==> config.mk <==
export PLATFORM = sky130hd
export DESIGN_NAME = bank_select_memory_mapper
export DESIGN_NICKNAME = d
export VERILOG_FILES = /design/src/bsmm_pkg.sv /design/src/bank_select_memory_mapper.sv
export SDC_FILE = /design/constraint.sdc
export NUM_CORES = 1
export LEC_CHECK = 0
export ABC_AREA = 1
export BUFFER_PORTS_ARGS = -buffer_cell sky130_fd_sc_hd__buf_2
export CAP_MARGIN = 20
export CORE_ASPECT_RATIO = 2
export CORE_MARGIN = 2
export CORE_UTILIZATION = 57
export CTS_BUF_LIST = sky130_fd_sc_hd__clkbuf_4
export DETAILED_ROUTE_END_ITERATION = 7
export HOLD_SLACK_MARGIN = 0.06
export MAX_ROUTING_LAYER = met4
export PLACE_DENSITY = 0.78
export SYNTH_ARGS = -nofsm -noshare
export SYNTH_HDL_FRONTEND = slang
export SYNTH_SLANG_ARGS = --single-unit
==> constraint.sdc <==
create_clock -name clk -period 5.1 [get_ports clk]
set_input_delay 1.02 -clock clk [delete_from_list [all_inputs] [get_ports clk]]
set_output_delay 1.02 -clock clk [all_outputs]
set_load 0.01 [all_outputs]
==> src/bsmm_pkg.sv <==
`default_nettype none
// ----------------------------------------------------------------------------
// Bank select memory mapper package
// Shared item types, target codes, port decode constants and register indexes.
// ----------------------------------------------------------------------------
package bsmm_pkg;

  // Bus operation carried by one input item.
  typedef enum logic [1:0] {
    FUNC_MEM_READ   = 2'd0,
    FUNC_MEM_WRITE  = 2'd1,
    FUNC_PORT_WRITE = 2'd2,
    FUNC_PORT_READ  = 2'd3
  } func_t;

  // Memory that answers an access.
  typedef enum logic [2:0] {
    TGT_HOME_ROM  = 3'd0,
    TGT_HOME_RAM  = 3'd1,
    TGT_INT_EXROM = 3'd2,
    TGT_CART_DOCK = 3'd3,
    TGT_CART_EXROM = 3'd4,
    TGT_WROM      = 3'd5,
    TGT_NONE      = 3'd6,
    TGT_EXTERNAL  = 3'd7
  } target_t;

  // Configuration register indexes.
  localparam int unsigned CfgIndexWidth = 3;
  localparam logic [CfgIndexWidth-1:0] CFG_DOCK_READ_MASK   = 3'd0;
  localparam logic [CfgIndexWidth-1:0] CFG_DOCK_WRITE_MASK  = 3'd1;
  localparam logic [CfgIndexWidth-1:0] CFG_EXROM_READ_MASK  = 3'd2;
  localparam logic [CfgIndexWidth-1:0] CFG_EXROM_WRITE_MASK = 3'd3;
  localparam logic [CfgIndexWidth-1:0] CFG_HOME_WRITE_MASK  = 3'd4;

  // Port decode.
  localparam logic [7:0] PORT_WR_DECODE_MASK = 8'hF6;
  localparam logic [7:0] PORT_RD_DECODE_MASK = 8'hF7;
  localparam logic [7:0] PORT_DECODE_MATCH   = 8'hF4;
  localparam logic [3:0] PORT_CHUNK_SELECT   = 4'h4;
  localparam logic [3:0] PORT_BANK_DATA      = 4'hC;
  localparam logic [3:0] PORT_BANK_SELECTOR  = 4'hD;

  // Bank command selector codes and the command that latches the bank number.
  localparam logic [1:0] SEL_CMD         = 2'd1;
  localparam logic [1:0] SEL_HOLD_LOW    = 2'd2;
  localparam logic [1:0] SEL_HOLD_HIGH   = 2'd3;
  localparam logic [3:0] CMD_LATCH_BANK  = 4'hD;

  // Home RAM begins at chunk 2.
  localparam logic [15:0] HOME_RAM_BASE = 16'h4000;

  typedef struct packed {
    func_t       func;
    logic [15:0] addr;
    logic [7:0]  data;
    logic        exrom_select;
    logic        romdis;
  } in_item_t;

  typedef struct packed {
    target_t     target;
    logic [15:0] mem_offset;
    logic        contended;
    logic [7:0]  read_data;
    logic [7:0]  read_drive_mask;
    logic [7:0]  bank_number;
  } out_item_t;

endpackage
`default_nettype wire

==> src/bank_select_memory_mapper.sv <==
`default_nettype none
// ----------------------------------------------------------------------------
// Bank select memory mapper
// Translates CPU memory accesses to a target memory and offset per 8K chunk
// and decodes the chunk select and bank command ports.
// ----------------------------------------------------------------------------
// An accepted item is held in the input register and moves on to the result
// register when the output can take it, which makes the result valid.
// Throughput: one item per cycle; up to two items are held while the output
// is stalled, so input ready drops only when both registers are full.
// Reset clears all mapping state, configuration masks and valid flags at once.
module bank_select_memory_mapper (
  input  wire logic                              clk,
  input  wire logic                              rst,
  input  wire logic                              in_valid,
  output logic                                   in_ready,
  input  wire bsmm_pkg::in_item_t                in_item,
  output logic                                   out_valid,
  input  wire logic                              out_ready,
  output bsmm_pkg::out_item_t                    out_item,
  input  wire logic                              cfg_valid,
  output logic                                   cfg_ready,
  input  wire logic [bsmm_pkg::CfgIndexWidth-1:0] cfg_index,
  input  wire logic [7:0]                        cfg_data
);
  import bsmm_pkg::*;

  // Configuration masks, one bit per chunk.
  logic [7:0] dock_read_mask;
  logic [7:0] dock_write_mask;
  logic [7:0] exrom_read_mask;
  logic [7:0] exrom_write_mask;
  logic [7:0] home_write_mask;

  // Mapping state.
  logic [7:0] chunk_select, chunk_select_next;
  logic [1:0] bank_cmd_selector, bank_cmd_selector_next;
  logic [7:0] hold_register, hold_register_next;
  logic [7:0] bank_accessed, bank_accessed_next;

  // Input register.
  logic      s1_valid;
  in_item_t  s1_item;
  logic      s1_advance;
  out_item_t result;

  // Decode helpers for the held item.
  logic [2:0]  chunk;
  logic        is_mem;
  logic        is_write;
  logic [7:0]  rmask;
  logic [7:0]  wmask;
  target_t     cart_tgt;
  target_t     home_tgt;
  logic [15:0] home_off;
  logic [15:0] ram_off;
  logic        port_wr_hit;

  assign cfg_ready  = 1'b1;
  assign s1_advance = s1_valid && (!out_valid || out_ready);
  assign in_ready   = !s1_valid || s1_advance;

  // Configuration writes.
  always_ff @(posedge clk) begin
    if (rst) begin
      dock_read_mask   <= '0;
      dock_write_mask  <= '0;
      exrom_read_mask  <= '0;
      exrom_write_mask <= '0;
      home_write_mask  <= '0;
    end else if (cfg_valid) begin
      case (cfg_index)
        CFG_DOCK_READ_MASK:   dock_read_mask   <= cfg_data;
        CFG_DOCK_WRITE_MASK:  dock_write_mask  <= cfg_data;
        CFG_EXROM_READ_MASK:  exrom_read_mask  <= cfg_data;
        CFG_EXROM_WRITE_MASK: exrom_write_mask <= cfg_data;
        CFG_HOME_WRITE_MASK:  home_write_mask  <= cfg_data;
        default: begin
        end
      endcase
    end
  end

  // Input register captures each accepted item.
  always_ff @(posedge clk) begin
    if (rst) begin
      s1_valid <= 1'b0;
    end else if (in_ready) begin
      s1_valid <= in_valid;
    end
    if (in_valid && in_ready) begin
      s1_item <= in_item;
    end
  end

  // Shared decode of the held item.
  always_comb begin
    chunk    = s1_item.addr[15:13];
    is_mem   = (s1_item.func == FUNC_MEM_READ) || (s1_item.func == FUNC_MEM_WRITE);
    is_write = (s1_item.func == FUNC_MEM_WRITE);
    rmask    = s1_item.exrom_select ? exrom_read_mask : dock_read_mask;
    wmask    = s1_item.exrom_select ? exrom_write_mask : dock_write_mask;
    cart_tgt = s1_item.exrom_select ? TGT_CART_EXROM : TGT_CART_DOCK;
    ram_off  = s1_item.addr - HOME_RAM_BASE;
    // Home mapping: ROM in chunks 0 and 1 (writes per mask), RAM above.
    if (chunk[2:1] == 2'b00) begin
      if (!is_write) begin
        home_tgt = TGT_HOME_ROM;
        home_off = s1_item.addr;
      end else if (home_write_mask[chunk]) begin
        home_tgt = TGT_WROM;
        home_off = s1_item.addr;
      end else begin
        home_tgt = TGT_NONE;
        home_off = '0;
      end
    end else begin
      home_tgt = TGT_HOME_RAM;
      home_off = ram_off;
    end
  end

  // Result and next state for the held item.
  always_comb begin
    result                 = '0;
    result.target          = TGT_NONE;
    chunk_select_next      = chunk_select;
    bank_cmd_selector_next = bank_cmd_selector;
    hold_register_next     = hold_register;
    bank_accessed_next     = bank_accessed;
    port_wr_hit = (s1_item.addr[7:0] & PORT_WR_DECODE_MASK) == PORT_DECODE_MATCH;

    if (is_mem) begin
      result.contended = (chunk == 3'd2) || (chunk == 3'd3);
      if (s1_item.romdis && (chunk[2:1] == 2'b00)) begin
        result.target     = TGT_EXTERNAL;
        result.mem_offset = s1_item.addr;
      end else if (!chunk_select[chunk]) begin
        result.target     = home_tgt;
        result.mem_offset = home_off;
      end else if (!rmask[chunk] && !(s1_item.exrom_select && (chunk == 3'd0))) begin
        // No cartridge memory here: fall back to the home mapping.
        result.target     = home_tgt;
        result.mem_offset = home_off;
      end else if (!is_write && !rmask[chunk]) begin
        // Internal extension ROM answers reads in chunk 0.
        result.target     = TGT_INT_EXROM;
        result.mem_offset = {3'b000, s1_item.addr[12:0]};
      end else if (!is_write || wmask[chunk]) begin
        result.target     = cart_tgt;
        result.mem_offset = s1_item.addr;
      end else if (chunk[2:1] != 2'b00) begin
        result.target     = TGT_HOME_RAM;
        result.mem_offset = ram_off;
      end else begin
        result.target     = TGT_NONE;
        result.mem_offset = '0;
      end
    end else if (s1_item.func == FUNC_PORT_WRITE) begin
      if (port_wr_hit) begin
        case (s1_item.addr[3:0])
          PORT_CHUNK_SELECT:  chunk_select_next = s1_item.data;
          PORT_BANK_SELECTOR: bank_cmd_selector_next = s1_item.data[1:0];
          PORT_BANK_DATA: begin
            case (bank_cmd_selector)
              SEL_CMD: begin
                if (s1_item.data[3:0] == CMD_LATCH_BANK) begin
                  bank_accessed_next = hold_register;
                end
              end
              SEL_HOLD_LOW:  hold_register_next = {hold_register[7:4], s1_item.data[3:0]};
              SEL_HOLD_HIGH: hold_register_next = {s1_item.data[3:0], hold_register[3:0]};
              default: begin
              end
            endcase
          end
          default: begin
          end
        endcase
      end
    end else begin
      if ((s1_item.addr[7:0] & PORT_RD_DECODE_MASK) == PORT_DECODE_MATCH) begin
        result.read_data       = chunk_select;
        result.read_drive_mask = 8'hFF;
      end
    end
    result.bank_number = bank_accessed_next;
  end

  // State update when the held item moves to the result register.
  always_ff @(posedge clk) begin
    if (rst) begin
      chunk_select      <= '0;
      bank_cmd_selector <= '0;
      hold_register     <= '0;
      bank_accessed     <= '0;
    end else if (s1_advance) begin
      chunk_select      <= chunk_select_next;
      bank_cmd_selector <= bank_cmd_selector_next;
      hold_register     <= hold_register_next;
      bank_accessed     <= bank_accessed_next;
    end
  end

  // Result register.
  always_ff @(posedge clk) begin
    if (rst) begin
      out_valid <= 1'b0;
    end else if (!out_valid || out_ready) begin
      out_valid <= s1_valid;
    end
    if (s1_advance) begin
      out_item <= result;
    end
  end

`ifndef SYNTH
  // A driven port read never carries a memory target.
  a_port_read_shape: assert property (@(posedge clk) disable iff (rst)
    (out_valid && (out_item.read_drive_mask != 8'h00)) |->
      (out_item.read_drive_mask == 8'hFF) && (out_item.target == TGT_NONE))
    else $error("port read result has a bad drive mask or target");

  // Chunks 2 and 3 map only to home RAM or a cartridge bank.
  a_contended_target: assert property (@(posedge clk) disable iff (rst)
    (out_valid && out_item.contended) |->
      (out_item.target == TGT_HOME_RAM) || (out_item.target == TGT_CART_DOCK) ||
      (out_item.target == TGT_CART_EXROM))
    else $error("contended access mapped to an unexpected target");

  // Nothing is presented right after reset.
  a_reset_empty: assert property (@(posedge clk)
    $past(rst) |-> (!out_valid && !s1_valid))
    else $error("result valid right after reset");

  // Input stalls only when both registers are full and the output is held.
  a_stall_reason: assert property (@(posedge clk) disable iff (rst)
    !in_ready |-> (s1_valid && out_valid && !out_ready))
    else $error("input stalled without a full pipeline");
`endif

endmodule
`default_nettype wire
==> results.md, run 1 <==
* Internal Pwr Total at 1.63 mW
* Sequential area share after synthesis at 58.5%
* Worst Skew at 17.6 ps
* Post-synth EDFFs at 65
* Share of cells above drive strength 1 at 22.5%
* Max FO, Critical Path at 3
* Post-CTS Resized at 0
* Hold crit path type: flip-flop to flip-flop
* Status: complete, no violations
* Largest net degree at the start of global routing at 54
* Synth Area per Inst at 9.10 um^2
* Die area at 0.0108 mm^2
* Seq pwr share at 54.6%
* Layout Area Growth over Synthesis at 14.7%
* Worst Setup End Kind: primary output
* Pwr dens at 337 mW/mm^2
* Reg2reg path depth at 11
* Slew margin rel. at 53.8%
* Iter 0 DRT Violations at 256
* GRT Total Usage at 26.0%
* Sw Pwr at 0.561 mW
* Routability cong. at 0.976
* CTS tree: done
* # nets final at 747
* Clock root cell: clkbuf_4
* Post-Syn Nets at 667
* Post-CTS Setup Inserts at 0
* CP Data Arrival Time at 1440 ps
* Async set or reset register ratio after synthesis at 0%
* Reg2reg start: s1_item[1]$_DFFE_PP_
* Worst skew pair latency at 550 ps
* Post-detailed-route count of antenna-violating nets at 0
* First-pass GRT wire length at 20400 um
* Hold Buf Count CTS at 0
* Row count at 51
* Final setup viols at 0
* Final core utilization at 67.0%
* Crit path kind: input pin to primary output
* Final WL at 13000 um
* Core footprint at 0.00970 mm^2
* Initial DRT Pass Iterations at 8
* Final Critical Period at 2460 ps
* Die span in y at 145 um
* WL per Instance at 15.3 um
* Logic gate share of total power at 9.0%
* Synth unique cells at 35
* GRT overflow at 0
* TNS Setup at 0 ps
* Ys Warns at 0
* IO Pins at 91
* FF+latch count, synth at 133
* Post-DP HPWL at 9630 um
* Routed vias/inst at 5.39
* Vias in the first global route at 4400
* Max cap viols at 0
* Worst Hold Path Cells at 2
* Worst Hold Launch: home_write_mask[2]$_SDFFE_PP0P_
* RSZ-0062 raised after global routing: false
* IO Port Bufs at 89
* Deepest clock path buffer count at 2
* Filler cell count at 811
* Final Hold Viols at 0
* Initial antenna violation count at 1
* Die width at 74.5 um
* Peak VDD IR at 0.196 mV
* Final hold slack at 463 ps
* Main synth FF type: dfxtp_1
* R2R setup slack at 2690 ps
* Critical Path RT at 4080 ps
* DRC Markers at 0
* DR vias at 4572
* Post-Syn Area at 0.00567 mm^2
* Mapped Cells at 623
* Clk pwr share at 36.4%
* Initial Util at 58.4%
* Leakage power at 2.71 nW
* Reg2reg end: out_item[28]$_SDFFCE_PP0P_
* TritonCTS Buffers at 17
* H-tree lvl count at 4
* Switching Share at 25.6%
* Fmax at 406 MHz
* Slew Viols, Final at 0
* Least-Margin Pin Slew at 692 ps
* Worst hold endpoint: home_write_mask[2]$_SDFFE_PP0P_
* CTS sink count at 133
* Period utilization at 48.3%
* Worst setup SP type: input pin
* Worst-path clk slew at 120 ps
==> sequential cells by signal, indices dropped and copies added, names as in the netlist <==
register           cells
home_write_mask        8
hold_register          8
chunk_select           8
s1_item               25
dock_write_mask        8
bank_accessed          8
dock_read_mask         8
exrom_write_mask       8
exrom_read_mask        8
out_item              37
s1_valid               1
out_valid              1
chunk                  3
bank_cmd_selector      2
==> Yosys cell counts (3+ instances only) <==
| library cell | count | area (um^2) |
|---|---|---|
| nand2_2 | 8 | 50.1 |
| nor3_1 | 6 | 30.0 |
| buf_2 | 4 | 20.0 |
| dfxtp_1 | 68 | 1360 |
| edfxtp_1 | 65 | 1950 |
| a21oi_2 | 8 | 70.1 |
| inv_1 | 85 | 319 |
| nand4_1 | 5 | 31.3 |
| o21ai_0 | 57 | 285 |
| buf_4 | 9 | 67.6 |
| a211oi_1 | 7 | 52.6 |
| clkbuf_1 | 16 | 60.1 |
| nor4_1 | 4 | 25.0 |
| inv_2 | 6 | 22.5 |
| a21oi_1 | 68 | 340 |
| nand2_1 | 96 | 360 |
| nand3_1 | 24 | 120 |
| nor2_1 | 47 | 176 |
| nand2_4 | 3 | 33.8 |
| o21ai_1 | 12 | 60.1 |
| o22ai_1 | 4 | 25.0 |
| o211ai_1 | 3 | 22.5 |
==> final cells by class <==
| class | instances | area, um^2 | share of cell area (%) |
|---|---|---|---|
| diodes | 1 | 2.50 | 0.0385 |
| clock buffers | 17 | 128 | 1.96 |
| clock inverters | 15 | 204 | 3.14 |
| inverters | 92 | 347 | 5.33 |
| multi-input cells | 367 | 1830 | 28.2 |
| flip-flops and latches | 133 | 3310 | 51.0 |
| well taps | 132 | 165 | 2.54 |
| repair buffers | 92 | 508 | 7.82 |
==> how the worst max path moves through the flow <==
stage,slack (ps),endpoint,startpoint
floorplan,2140,out_item[0]$_DFFE_PP_,out_ready
global placement,2500,bank_accessed[5]$_SDFFE_PP0P_,rst
detailed placement,2490,chunk_select[5]$_SDFFE_PP0P_,out_ready
CTS,2620,in_ready,out_ready
global route,2490,out_item[28]$_SDFFCE_PP0P_,s1_item[1]$_DFFE_PP_
finish,2640,in_ready,out_ready
==> cell usage in the layout, fill, tap and decap left out, types with 17 or more instances in the layout <==
cell type / n
o21ai_0: 57
a21oi_1: 68
edfxtp_1: 65
nand2_1: 96
clkbuf_4: 17
inv_1: 84
dfxtp_1: 68
buf_2: 89
nand3_1: 24
nor2_1: 47
==> cell families after synthesis <==
logic type	synth area share, %
buffers and inverters	9.19
other	0.0662
and+or+nand+nor	16.9
DFF	58.5
AOI/OAI and AO/OA	15.4
==> worst max-delay path: stages <==
cell and delay [ps]:
buf_2 90, inv_1 60, nand3_1 100, buf_2 160
==> routing by layer <==
metal  GRT usage, %  vias to the layer above  wire, um
li1               -                     2228         -
met1           23.9                     2129      4390
met2           44.9                      155      7330
met3           6.60                       60       539
met4           16.4                        0       723
met5              -                        -         0
==> power groups by stage <==
stage | clock (mW) | sequential [mW] | combinational (mW)
detailed placement | 0 | 1.22 | 0.192
global route | 0.855 | 1.20 | 0.219
finish | 0.798 | 1.20 | 0.197
CTS | 0.805 | 1.20 | 0.194
global placement | 0 | 1.22 | 0.183
floorplan | 0 | 1.22 | 0.124
==> metrics by stage <==
step                      power (mW)  std cells  worst slack [ps]  cell area (um^2)
after floorplan                 1.34        623              2140              5670
after global placement          1.40        814              2500              6110
after detailed placement        1.41        815              2490              6140
after CTS                       2.19        847              2620              6470
after global routing            2.27        849              2490              6500
final                           2.19        849              2640              6500
Power figures use the tool's default switching activity.
==> run 2, diff against run 1 <==
==> constraint.sdc (replaced) <==
create_clock -name clk -period 2.45 [get_ports clk]
set_input_delay 0.49 -clock clk [delete_from_list [all_inputs] [get_ports clk]]
set_output_delay 0.49 -clock clk [all_outputs]
set_load 0.01 [all_outputs]
==> run 2 against run 1 <==
  * Cell count up 0.71%
  * Clock-buffer cell count grew 3
  * Utilization shrank 0.53 points
  * Worst hold slack got worse by 330 ps
  * Power increased by 94%
  * Critical endpoint is now out_item[29]$_SDFFCE_PP0P_
  * Largest power group unchanged
  * First-iteration DRC count increased by 11%
==> results.md, run 2 (synthesis results as in run 1) <==
* First-pass GRT wire length at 19800 um (was 20400 um)
* Pwr dens at 660 mW/mm^2 (was 337 mW/mm^2)
* Worst slack, placed at 266 ps (was 2490 ps)
* Largest net degree at the start of global routing at 57 (was 54)
* Final WL at 12500 um (was 13000 um)
* Crit path cell chain: nand2_2, clkinv_2, nand3_1, nand2_1, nor2_1, nand2_2, nand2_4, a21oi_4, nand3_2, nand2_4, a21oi_1 (was buf_2, inv_1, nand3_1, buf_2)
* CTS tree: done (unchanged)
* Crit-path slowest cell: edfxtp_1 (was buf_2)
* Clock root cell: clkbuf_4 (unchanged)
* Worst Setup End Kind: flip-flop (was primary output)
* Seq pwr share at 58.3% (was 54.6%)
* Worst setup SP type: flip-flop (was input pin)
* Critical Path RT at 2730 ps (was 4080 ps)
* Placed insts at 822 (was 815)
* Post-CTS Resized at 0 (unchanged)
* Leakage power at 2.70 nW (was 2.71 nW)
* Sw Pwr at 1.06 mW (was 0.561 mW)
* Clk pwr share at 32.0% (was 36.4%)
* Final setup viols at 0 (unchanged)
* Fmax at 455 MHz
* Share of cells above drive strength 1 at 22.6% (was 22.5%)
* GRT overflow at 0 (unchanged)
* Initial Util at 58.4% (unchanged)
* Worst Skew at 18.1 ps (was 17.6 ps)
* DR vias at 4505 (was 4572)
* Slew Viols, Final at 0 (unchanged)
* Filler cell count at 808 (was 811)
* Max cap viols at 0 (unchanged)
* Final Critical Period at 2200 ps
* Hold Buf Count CTS at 0 (unchanged)
* TritonCTS Buffers at 17 (unchanged)
* Biggest register: out_item (unchanged)
* Crit path kind: flip-flop to flip-flop (was input pin to primary output)
* Worst-path clk slew at 110 ps (was 120 ps)
* Peak VDD IR at 0.380 mV (was 0.196 mV)
* Slew margin rel. at 60.5% (was 53.8%)
* Post-DP Area at 0.00618 mm^2 (was 0.00614 mm^2)
* Final core utilization at 66.5% (was 67.0%)
* Post-detailed-route count of antenna-violating nets at 0 (unchanged)
* WL per Instance at 14.7 um (was 15.3 um)
* DRC Markers at 0 (unchanged)
* Hold crit path type: input pin to flip-flop (was flip-flop to flip-flop)
* Period utilization at 89.7%
* Commonest cells after routing, fill and taps aside: nand2_1, buf_2, inv_1 (unchanged)
* Logic gate share of total power at 9.7% (was 9.0%)
* RSZ-0062 raised after global routing: false (unchanged)
* Max reg flops at 37 (unchanged)
* TNS Setup at 0 ps (unchanged)
* # nets final at 753 (was 747)
* Die width at 74.5 um (unchanged)
* Switching Share at 24.9% (was 25.6%)
* Worst setup margin at 253 ps (was 2640 ps)
* Vias in the first global route at 4266 (was 4400)
* Initial antenna violation count at 1 (unchanged)
* CP Data Arrival Time at 2480 ps (was 1440 ps)
* Worst skew pair latency at 530 ps (was 550 ps)
* IO Pins at 91 (unchanged)
* Status: complete, no violations (unchanged)
* Layout Cells excl Fill at 855 (was 849)
* GRT Total Usage at 25.1% (was 26.0%)
* Routability cong. at 0.958 (was 0.976)
* Layout Area Growth over Synthesis at 13.8% (was 14.7%)
* Row count at 51 (unchanged)
* Die span in y at 145 um (unchanged)
* Iter 0 DRT Violations at 285 (was 256)
* Die area at 0.0108 mm^2 (unchanged)
* Post-route cell area at 0.00645 mm^2 (was 0.00650 mm^2)
* Routed vias/inst at 5.27 (was 5.39)
* IO Port Bufs at 89 (unchanged)
* Final Hold Viols at 0 (unchanged)
* Deepest clock path buffer count at 2 (unchanged)
* Least-Margin Pin Slew at 590 ps (was 692 ps)
* CP peak stage delay at 720 ps (was 160 ps)
* Initial DRT Pass Iterations at 5 (was 8)
* Max FO, Critical Path at 16 (was 3)
* Post-DP HPWL at 9330 um (was 9630 um)
* CTS sink count at 133 (unchanged)
* Largest regs: out_item x37, s1_item x25 (unchanged)
* Most common cell after layout, fill and taps aside: nand2_1 (unchanged)
* Core footprint at 0.00970 mm^2 (unchanged)
* Internal Pwr Total at 3.20 mW (was 1.63 mW)
* Post-CTS Setup Inserts at 0 (unchanged)
* H-tree lvl count at 4 (unchanged)
## run 2: cell type report
class / count / area, um^2 / area share [%]
sequential: 133 / 3310 / 51.4
antenna: 1 / 2.50 / 0.0388
multi-input combinational: 367 / 1830 / 28.4
clock buffer: 20 / 150 / 2.33
clock inverter: 12 / 113 / 1.75
inverter: 92 / 347 / 5.37
timing repair buffer: 98 / 526 / 8.15
tap: 132 / 165 / 2.56
## run 2: power by group through the flow
stage               clock network [mW]  logic [mW]  registers [mW]
finish                            1.36       0.413            2.48
floorplan                            0       0.259            2.53
CTS                               1.39       0.414            2.48
detailed placement                   0       0.412            2.53
global placement                     0       0.398            2.53
global route                      1.49       0.462            2.49
## run 2: per-layer routing
layer  GRT usage [%]  vias up  wire length, um
li1                -     2244                -
met5               -        -                0
met2            44.1      126             7100
met1            24.8     2093             4420
met3            6.25       42              487
met4            11.9        0              533
## run 2: metrics by stage
step / hold slack [ps] / total power [mW]
2_1_floorplan: 424 / 2.79
3_3_place_gp: 444 / 2.93
3_5_place_dp: 448 / 2.94
4_1_cts: 95.1 / 4.29
5_1_grt: 87.4 / 4.45
6_report: 134 / 4.26
## run 2: worst max-delay path, delay by kind of cell (launching register included)
kind | cells | cell delay [ps]
DFF | 1 | 720
buffers and inverters | 1 | 120
and+or+nand+nor | 8 | 840
AOI/OAI and AO/OA | 2 | 280
## run 2: worst paths after layout
kind,from,endpoint,slack (ps),cells after the start
setup / recovery,chunk[0]$_DFFE_PP_,out_item[29]$_SDFFCE_PP0P_,250,11
hold / removal,in_item[3],s1_item[3]$_DFFE_PP_,130,1
setup reg to reg,chunk[0]$_DFFE_PP_,out_item[29]$_SDFFCE_PP0P_,250,11
hold reg to reg,exrom_read_mask[2]$_SDFFE_PP0P_,exrom_read_mask[2]$_SDFFE_PP0P_,460,2
==> run 3, diff against run 2 <==
--- a/config.mk
+++ b/config.mk
@@ -10,12 +10,11 @@
 export CAP_MARGIN = 20
 export CORE_ASPECT_RATIO = 2
 export CORE_MARGIN = 2
-export CORE_UTILIZATION = 57
-export CTS_BUF_LIST = sky130_fd_sc_hd__clkbuf_4
+export CORE_UTILIZATION = 56
 export DETAILED_ROUTE_END_ITERATION = 7
+export GPL_TIMING_DRIVEN = 0
 export HOLD_SLACK_MARGIN = 0.06
-export MAX_ROUTING_LAYER = met4
-export PLACE_DENSITY = 0.78
+export PLACE_DENSITY = 0.77
 export SYNTH_ARGS = -nofsm -noshare
 export SYNTH_HDL_FRONTEND = slang
 export SYNTH_SLANG_ARGS = --single-unit
==> run 3 against run 2 <==
  * Combinational power up 6.5%
  * Die area up 1.7%
  * Global-route usage down 0.88 points
  * Sequential share of layout area down 3.6 points
  * Via count up 1.0%
  * Power up 29%
  * Clock skew down 11 ps
  * Clock-buffer cell count down 3
  * Cell area up 7.5%
  * Sequential power about the same
  * Wire length about the same
  * Critical path type unchanged
==> results.md, run 3 (synthesis results as in run 1) <==
* TritonCTS Buffers at 17 (unchanged)
* Vias in the first global route at 4343 (was 4266)
* Biggest register: out_item (unchanged)
* GRT overflow at 0 (unchanged)
* First-pass GRT wire length at 20300 um (was 19800 um)
* Worst Hold Path Cells at 1 (unchanged)
* Hold crit path type: input pin to flip-flop (unchanged)
* Slew Viols, Final at 0 (unchanged)
* # diodes at 0 (was 1)
* TNS Setup at 0 ps (unchanged)
* Period utilization at 89.7% (about the same)
* Final WL at 12500 um (about the same)
* Initial antenna violation count at 0 (was 1)
* CP Data Arrival Time at 2350 ps (was 2480 ps)
* Pwr dens at 793 mW/mm^2 (was 660 mW/mm^2)
* Most common cell after layout, fill and taps aside: nand2_1 (unchanged)
* Max reg flops at 37 (unchanged)
* Crit path cell chain: inv_2, nor2_4, nand2_1, nor2_1, nor2_1, nand2_2, nand2_4, a21oi_4, nand3_2, nand2_4, buf_8, a21oi_2 (was nand2_2, clkinv_2, nand3_1, nand2_1, nor2_1, nand2_2, nand2_4, a21oi_4, nand3_2, nand2_4, a21oi_1)
* DR vias at 4550 (was 4505)
* Initial DRT Pass Iterations at 6 (was 5)
* Least-Margin Pin Slew at 700 ps (was 590 ps)
* Reg2reg path depth at 12 (was 11)
* Worst Skew at 6.65 ps (was 18.1 ps)
* Die width at 75.1 um (was 74.5 um)
* Largest regs: out_item x37, s1_item x25 (unchanged)
* Status: complete, no violations (unchanged)
* WL per Instance at 14.2 um (was 14.7 um)
* DRC Markers at 0 (unchanged)
* Layout Area Growth over Synthesis at 22.4% (was 13.8%)
* Fmax at 455 MHz (about the same)
* Register Area at 0.00331 mm^2 (unchanged)
* RSZ-0062 raised after global routing: false (unchanged)
* Iter 0 DRT Violations at 308 (was 285)
* CP peak stage delay at 530 ps (was 720 ps)
* Worst setup SP type: flip-flop (unchanged)
* Crit-path slowest cell: edfxtp_1 (unchanged)
* Max cap viols at 0 (unchanged)
* Commonest cells after routing, fill and taps aside: nand2_1, buf_2, inv_1 (unchanged)
* Clock root cell: clkbuf_16 (was clkbuf_4)
* Hold Buf Count CTS at 0 (unchanged)
* Crit path kind: flip-flop to flip-flop (unchanged)
* Core footprint at 0.00995 mm^2 (was 0.00970 mm^2)
* Row count at 52 (was 51)
* Post-DP HPWL at 8660 um (was 9330 um)
* Post-CTS Setup Inserts at 0 (unchanged)
* CTS tree: done (unchanged)
* Max FO, Critical Path at 10 (was 16)
* Post-detailed-route count of antenna-violating nets at 0 (unchanged)
* Final setup viols at 0 (unchanged)
* CTS sink count at 133 (unchanged)
* Leakage power at 2.92 nW (was 2.70 nW)
* Slew margin rel. at 53.3% (was 60.5%)
* Die area at 0.0110 mm^2 (was 0.0108 mm^2)
* Routability cong. at 0.895 (was 0.958)
* Largest net degree at the start of global routing at 42 (was 57)
* Peak VDD IR at 0.767 mV (was 0.380 mV)
* Post-CTS Resized at 0 (unchanged)
* Final hold slack at 245 ps (was 134 ps)
* Filler cell count at 764 (was 808)
* Die span in y at 146 um (was 145 um)
* Share of cells above drive strength 1 at 23.6% (was 22.6%)
* IO Port Bufs at 89 (unchanged)
* Final Hold Viols at 0 (unchanged)
* Critical Path RT at 2600 ps (was 2730 ps)
* H-tree lvl count at 4 (unchanged)
* Multi-input combinational cell area at 0.00183 mm^2 (unchanged)
* Final Critical Period at 2200 ps (about the same)
* GRT Total Usage at 24.3% (was 25.1%)
* Routed vias/inst at 5.16 (was 5.27)
* Worst-path clk slew at 60 ps (was 110 ps)
* Initial Util at 56.9% (was 58.4%)
* IO Pins at 91 (unchanged)
* Worst skew pair latency at 420 ps (was 530 ps)
* Worst Setup End Kind: flip-flop (unchanged)
* Deepest clock path buffer count at 2 (unchanged)
* # nets final at 777 (was 753)
## run 3: cell type report
class	instances	area share, %
Inverter	92	5.00
Sequential cell	133	47.8
Buffer	31	2.53
Clock inverter	15	2.58
Tap cell	135	2.44
Timing Repair Buffer	91	7.11
Clock buffer	17	6.13
Multi-Input combinational cell	367	26.4
## run 3: path summary, 6_finish.rpt
kind                              startpoint                              end  slack, ps
max                       chunk[1]$_DFFE_PP_       out_item[32]$_SDFFCE_PP0P_        250
min                              in_item[17]            s1_item[17]$_DFFE_PP_        240
min reg2reg  home_write_mask[0]$_SDFFE_PP0P_  home_write_mask[0]$_SDFFE_PP0P_        450
max reg2reg               chunk[1]$_DFFE_PP_       out_item[32]$_SDFFCE_PP0P_        250
## run 3: layer usage
| layer | up-vias | track usage, % | wire, um |
|---|---|---|---|
| met4 | 0 | 10.2 | 295 |
| li1 | 2287 | - | - |
| met3 | 29 | 4.83 | 674 |
| met2 | 148 | 40.3 | 6620 |
| met5 | - | 0 | 0 |
| met1 | 2086 | 30.0 | 4940 |
## run 3: stage by stage
stage	std cells	power [mW]	setup WS, ps	instance area [um^2]	utilization [%]
after global placement	847	2.94	-668	6280	63.1
after detailed placement	848	2.95	311	6300	63.3
final	881	5.50	253	6930	69.7
after global routing	881	5.66	69.7	6930	69.7
after floorplan	623	2.79	24.6	5670	-
after CTS	880	5.50	295	6910	69.4
## run 3: where the power goes
part	switching (mW)	total, mW	internal [mW]
Clock	0.973	2.58	1.61
Combinational	0.280	0.440	0.160
Sequential	0.0428	2.48	2.44
Total	1.30	5.50	4.20
## run 3: critical path: cells and delay by family (launching register included)
kind	cells	cell delay [ps]
flops	1	530
buf+inv	2	340
compound gates	2	240
simple gates	8	800
